File: src/pip_pkg.sv
// Shared types and constants for the phase interval profiler.
package pip_pkg;

    localparam int PHASE_BITS_DEF = 8;
    localparam int CODE_W         = 8;
    localparam int TIME_W         = 64;
    localparam int COUNT_W        = 32;
    localparam logic [COUNT_W-1:0] COUNT_LIMIT = '1;

    localparam int QUEUE_DEPTH = 2;
    localparam int QPTR_W      = (QUEUE_DEPTH > 1) ? $clog2(QUEUE_DEPTH) : 1;
    localparam int QCNT_W      = $clog2(QUEUE_DEPTH + 1);

    typedef struct packed {
        logic [CODE_W-1:0] phase_code;
        logic [TIME_W-1:0] event_time;
    } event_t;

    typedef struct packed {
        logic [CODE_W-1:0]  closed_phase;
        logic [TIME_W-1:0]  interval;
        logic [COUNT_W-1:0] pair_count;
        logic [TIME_W-1:0]  total_time;
        logic [TIME_W-1:0]  min_interval;
        logic [TIME_W-1:0]  max_interval;
    } result_t;

    // Classified event as it travels from the front to the back.
    typedef struct packed {
        logic              is_end;
        logic [CODE_W-1:0] phase_code;
        logic [TIME_W-1:0] event_time;
    } cmd_t;

    typedef struct packed {
        logic valid;
        cmd_t cmd;
    } cmd_link_t;

    typedef struct packed {
        logic take;
        logic clearing;
    } back_status_t;

    typedef struct packed {
        logic              valid;
        logic [TIME_W-1:0] start_time;
    } pend_t;

    typedef struct packed {
        logic [COUNT_W-1:0] count;
        logic [TIME_W-1:0]  total;
        logic [TIME_W-1:0]  min;
        logic [TIME_W-1:0]  max;
    } stats_t;

    typedef enum logic [2:0] {
        ST_CLEAR,
        ST_IDLE,
        ST_READ,
        ST_CALC,
        ST_WRITE
    } back_state_t;

endpackage

File: src/pip_front.sv
// Front end: accepts trace events, classifies them and queues them for the back end.
module pip_front #(
    parameter int PHASE_BITS = pip_pkg::PHASE_BITS_DEF
) (
    input  logic                  clk,
    input  logic                  rst_n,
    input  logic                  push,
    output logic                  full,
    input  pip_pkg::event_t       trace_event,
    output pip_pkg::cmd_link_t    link,
    input  pip_pkg::back_status_t status
);

    localparam int CODE_W = pip_pkg::CODE_W;
    localparam int QPTR_W = pip_pkg::QPTR_W;
    localparam int QCNT_W = pip_pkg::QCNT_W;

    pip_pkg::cmd_t q_mem [pip_pkg::QUEUE_DEPTH];

    logic [QPTR_W-1:0] wr_ptr_reg, wr_ptr_next;
    logic [QPTR_W-1:0] rd_ptr_reg, rd_ptr_next;
    logic [QCNT_W-1:0] count_reg, count_next;

    logic [PHASE_BITS-1:0] code_ext;
    pip_pkg::cmd_t         new_cmd;
    logic                  accept;
    logic                  take;

    // Code bits above the configured phase width are dropped here.
    always_comb
    begin
        code_ext           = PHASE_BITS'(trace_event.phase_code);
        new_cmd.phase_code = CODE_W'(code_ext);
        new_cmd.is_end     = code_ext[0];
        new_cmd.event_time = trace_event.event_time;
    end

    assign full   = (count_reg == QCNT_W'(pip_pkg::QUEUE_DEPTH)) || status.clearing;
    assign accept = push && !full;
    assign take   = status.take && (count_reg != '0);

    assign link.valid = (count_reg != '0);
    assign link.cmd   = q_mem[rd_ptr_reg];

    always_comb
    begin
        wr_ptr_next = wr_ptr_reg;
        rd_ptr_next = rd_ptr_reg;
        count_next  = count_reg;
        if (accept)
        begin
            wr_ptr_next = (wr_ptr_reg == QPTR_W'(pip_pkg::QUEUE_DEPTH - 1)) ? '0
                                                                           : wr_ptr_reg + 1'b1;
        end
        if (take)
        begin
            rd_ptr_next = (rd_ptr_reg == QPTR_W'(pip_pkg::QUEUE_DEPTH - 1)) ? '0
                                                                           : rd_ptr_reg + 1'b1;
        end
        if (accept && !take)
        begin
            count_next = count_reg + 1'b1;
        end
        else if (take && !accept)
        begin
            count_next = count_reg - 1'b1;
        end
    end

    always_ff @(posedge clk or negedge rst_n)
    begin
        if (!rst_n)
        begin
            wr_ptr_reg <= '0;
            rd_ptr_reg <= '0;
            count_reg  <= '0;
        end
        else
        begin
            wr_ptr_reg <= wr_ptr_next;
            rd_ptr_reg <= rd_ptr_next;
            count_reg  <= count_next;
        end
    end

    always_ff @(posedge clk)
    begin
        if (accept)
        begin
            q_mem[wr_ptr_reg] <= new_cmd;
        end
    end

endmodule

File: config.mk
export PLATFORM = sky130hd
export DESIGN_NAME = pip_front
export DESIGN_NICKNAME = d
export VERILOG_FILES = /design/src/pip_pkg.sv /design/src/pip_front.sv
export SDC_FILE = /design/constraint.sdc
export NUM_CORES = 1
export LEC_CHECK = 0
export BUFFER_PORTS_ARGS = -buffer_cell sky130_fd_sc_hd__buf_2
export CORE_MARGIN = 3
export CORE_UTILIZATION = 52
export CTS_BUF_LIST = sky130_fd_sc_hd__clkbuf_8 sky130_fd_sc_hd__clkbuf_16
export DETAILED_ROUTE_END_ITERATION = 6
export PLACE_DENSITY = 0.79
export REMOVE_ABC_BUFFERS = 1
export SLEW_MARGIN = 20
export SYNTH_ARGS = -nofsm -noshare
export SYNTH_HDL_FRONTEND = slang
export SYNTH_SLANG_ARGS = --single-unit
File: constraint.sdc
create_clock -name clk -period 5.8 [get_ports clk]
set_clock_uncertainty 0.15 [all_clocks]
set_input_delay 0.58 -clock clk [delete_from_list [all_inputs] [get_ports clk]]
set_output_delay 0.58 -clock clk [all_outputs]
set_load 0.02 [all_outputs]
### After elaboration in Yosys (flattened, before gate mapping)

Memory sizes are Yosys's and may differ from the RTL's.
Index checks and enable logic that the tools add are counted.

* memories: 1
* word-level logic and storage cells: 25
* input port bits: 77
* bits in read-only memories: 0
* memory bits (writable): 146
* flip-flop bits (word level): 4
* output and inout bits: 75
* bits in latches: 0

Memories
* q_mem: words 2, bits a word 73, read ports 1, clocked after memory_dff 0, write ports 1, line pip_front.sv:18 `pip_pkg::cmd_t q_mem [pip_pkg::QUEUE_DEPTH];`

* magnitude comparators: 0
* divide/modulo/power cells: 0
* shift-type cells: 0
* eq/ne operators: 1
* reduce and logical (&&, ||, !) cells: 10
* multiplexer cells: 6
* add/subtract/negate cells: 4
* multipliers: 0
* bitwise logic cells: 0

Operators with widths (count)
* 1-bit logical AND: 4
* 1-bit 2-to-1 mux: 4
* 2-bit 2-to-1 mux: 2
* 2-bit nonzero test: 2
* 1-bit logical NOT: 3
* 1-bit adder, second input constant: 2
* 2-bit by 1-bit adder with 2-bit output, second input constant: 1
* 2-bit == test, second input constant: 1
* 2-bit by 1-bit subtractor with 2-bit output, second input constant: 1
* 1-bit logical OR: 1

### Depth between registers and ports, before layout

* depth in word-level cells: 8
* depth in mapped cells: 7
* mapped depth without buffers: 7

### Least setup slack after synthesis

Ideal clock, no wire load.

* kind: in2reg
* from: in status[0] (netlist bit)
* to: mem q_mem[0][0] (netlist bit), enable pin
* slack: 1.344 ns
* data required time: 5.147 ns
* arrival: 3.803 ns
* path buffers: 0
* stages: 2
* setup time: 0.503 ns
* path through: nand3b_1 -> nor2_1

* longest elaborated chain between the ends: 5

Ends and longest elaborated chain
* start: declaration: line pip_front.sv:11 `input pip_pkg::back_status_t status`
* 1-bit logical OR: line pip_front.sv:38 `assign full = (count_reg == QCNT_W'(pip_pkg::QUEUE_DEPTH)) || status.clearing;`
* 1-bit logical NOT: line pip_front.sv:39 `assign accept = push && !full;`
* 1-bit logical AND: line pip_front.sv:39
* 1-bit 2-to-1 mux: line pip_front.sv:88 `if (accept)`
* 1-bit 2-to-1 mux (implied by the code): line pip_front.sv:90 `q_mem[wr_ptr_reg] <= new_cmd;`
* end: declaration: line pip_front.sv:18

No other way between the ends.

==> impl_metrics.env <==
export IMPL_r2r_end="q_mem[0][44]"
export IMPL_setup_violations=0
export IMPL_yosysTopAreaCell="edfxtp_1"
export IMPL_drive_above_1_share_pct=60.8
export IMPL_grt_pass1_wl_um=15300
export IMPL_r2r_start="count_reg[0]"
export IMPL_ios=152
export IMPL_first_iter_violations=116
export IMPL_rows=37
export IMPL_postCtsSetupBuffers=0
export IMPL_globalRouteTotalUtil_pct=16.1
export IMPL_routed_via_count=2774
export IMPL_wirelength_um=9420
export IMPL_period_minus_slack_ns=3.35
export IMPL_drt_pre_antenna_iters=4
export IMPL_cts_num_sinks=148
export IMPL_path_max_fanout=48
export IMPL_path_clk_slew_ns=0.06
export IMPL_place_congestion=0.730
export IMPL_setup_tns_ns=0
export IMPL_worst_slew_pin_slew_ns=1.01
export IMPL_cts_buffers=17
export IMPL_dp_hpwl_um=6070
export IMPL_start_kind="flop"
export IMPL_ys_top_cells_by_area="edfxtp_1 75%, mux2_4 18%, buf_12 2.4%, dfrtp_1 1.7%, mux2_2 0.59%"
export IMPL_synthCells=244
export IMPL_crit_path_end_kind="output port"
export IMPL_grt_max_degree=73
export IMPL_fp_dieW_um=111
export IMPL_largest_reg_flops=144
export IMPL_hold_viol=0
export IMPL_drc=0
export IMPL_post_place_ws_ns=2.89
export IMPL_numPortBuffers=151
export IMPL_insertion_delay_ns=0.50
export IMPL_setup_slack_ns=2.45
export IMPL_pwr_density_cell_nw_per_um2=493
export IMPL_reg2reg_setup_slack_ns=3.10
export IMPL_vias_per_cell=4.97
export IMPL_crit_path_start="rd_ptr_reg"
export IMPL_maxCapViolCount=0
export IMPL_overflow=0
export IMPL_rsz0062_at_grt="no"
export IMPL_core_area_um2=10600
export IMPL_yosysTopAreaCellShare_pct=75.1
export IMPL_drt_antenna_violating_nets=0
export IMPL_synth_cell_types=17
export IMPL_status="completed"
export IMPL_clk_root_buffer_cell="clkbuf_8"
export IMPL_die_h_um=111
export IMPL_synth_seq_area_share_pct=76.9
export IMPL_hold_path_startpoint="trace_event[0]"
export IMPL_nNetsFinal=486
export IMPL_wl_per_cell_um=16.9
export IMPL_syn_cell_area_um2=5760
export IMPL_grt_pass1_vias=3067
export IMPL_finalNonFillerCells=558
export IMPL_period_share_pct=57.7
export IMPL_crit_type="reg -> out"
export IMPL_slew_headroom_pct=32.8
export IMPL_crit_end="link[49]"
export IMPL_hp_class="in -> reg"
export IMPL_fmax_ghz=0.299
export IMPL_power_leakage_nw=2.90
export IMPL_yosys_warnings=0
export IMPL_fin_util_pct=67.8
export IMPL_arrival_ns=2.62
export IMPL_tritoncts="built"
export IMPL_die_area_um2=12400
export IMPL_start_util_pct=54.5
export IMPL_ir_worst_vdd_mv=0.293
export IMPL_dp_cells=524
export IMPL_htree_levels=4
export IMPL_antenna_found_initial=0
export IMPL_syn_to_final_growth_pct=24.4
export IMPL_maxSlewViolCount=0
export IMPL_syn_area_per_cell_um2=23.6
export IMPL_power_mw=3.53
export IMPL_required_ns=5.07
export IMPL_synth_seq_cells=148
export IMPL_r2r_cells=4
export IMPL_clockBufferDepth=2
cells by family (layout without fill, tap and decap cells):
kind of cell | after synthesis | after routing | synth area share, %
simple gates | 8 | 8 | 0.761
xor+xnor | 5 | 5 | 0.761
buf+inv | 10 | 187 | 2.83
fa+ha+maj | 1 | 1 | 0.217
mux | 72 | 72 | 18.6
other cells | 0 | 1 | 0
flops | 148 | 148 | 76.9
synthesized netlist by cell type (all sizes together):
cell / count
mux2: 72
inv: 1
ha: 1
nor2: 2
buf: 9
or2: 1
xnor2: 3
nand2: 1
dfrtp: 4
xor2: 2
nand2b: 2
nand3b: 1
and2: 1
edfxtp: 144
critical path, stage by stage (launching register included):
cell and delay [ns]:
dfrtp_4 1.00, buf_4 0.56, mux2_2 0.39, buf_2 0.16
where the power goes:
part / internal, mW / total [mW] / switching, mW
registers: 1.34 / 1.47 / 0.130
logic: 0.494 / 1.00 / 0.510
clock network: 0.682 / 1.06 / 0.379
total: 2.51 / 3.53 / 1.02
layer usage:
| metal | GRT usage, % | vias to the layer above | routed length (um) |
|---|---|---|---|
| met4 | 6.81 | 0 | 112 |
| met1 | 19.4 | 1338 | 3750 |
| met2 | 26.1 | 129 | 4720 |
| met5 | 0 | - | 0 |
| li1 | - | 1292 | - |
| met3 | 6.11 | 15 | 841 |
worst min path at each step:
stage | to | slack (ns) | cells after the start
final | q_mem[1][0] | 0.12 | 1
after global routing | q_mem[1][0] | 0.07 | 1
after CTS | q_mem[0][21] | 0.08 | 1
after detailed placement | wr_ptr_reg | 0.24 | 1
after global placement | wr_ptr_reg | 0.24 | 1
after floorplan | count_reg[0] | 0.13 | 0
timing repair:
action | CTS | global route
endpoints found under the setup margin | 0 | 0
hold buffers | 1 | 0
endpoints found under the hold margin | 4 | 0
gates resized for setup | 0 | 0
layout make-up:
| type | instances | area (um^2) |
|---|---|---|
| repair buffers | 154 | 781 |
| flip-flops and latches | 148 | 4430 |
| inverters | 1 | 3.75 |
| clock buffers | 20 | 455 |
| diodes | 1 | 2.50 |
| fillers | 707 | 3400 |
| multi-input cells | 86 | 1180 |
| well taps | 136 | 170 |
| clock inverters | 12 | 139 |
stage by stage:
step	hold WS, ns	cell area (um^2)
finish	0.115	7160
detailed placement	0.244	6550
global route	0.0742	7160
floorplan	0.134	5600
global placement	0.238	6550
CTS	0.0849	7160
cells in the final DEF, fill, tap and decap left out:
| cell | count |
|---|---|
| nand3b_1 | 1 |
| nand2b_1 | 2 |
| nor2_4 | 1 |
| clkinvlp_4 | 2 |
| edfxtp_1 | 144 |
| nand2_1 | 1 |
| mux2_2 | 3 |
| inv_1 | 5 |
| xor2_1 | 2 |
| buf_2 | 151 |
| bufinv_16 | 3 |
| dlygate4sd3_1 | 1 |
| buf_4 | 2 |
| clkbuf_8 | 4 |
| clkinv_4 | 1 |
| xnor2_1 | 3 |
| ha_1 | 1 |
| dfrtp_1 | 3 |
| diode_2 | 1 |
| dfrtp_4 | 1 |
| nor2_1 | 1 |
| mux2_4 | 69 |
| or2_1 | 1 |
| clkinv_2 | 2 |
| clkbuf_16 | 16 |
| and2_4 | 1 |
Note: power is estimated with default switching activity, not from simulation.
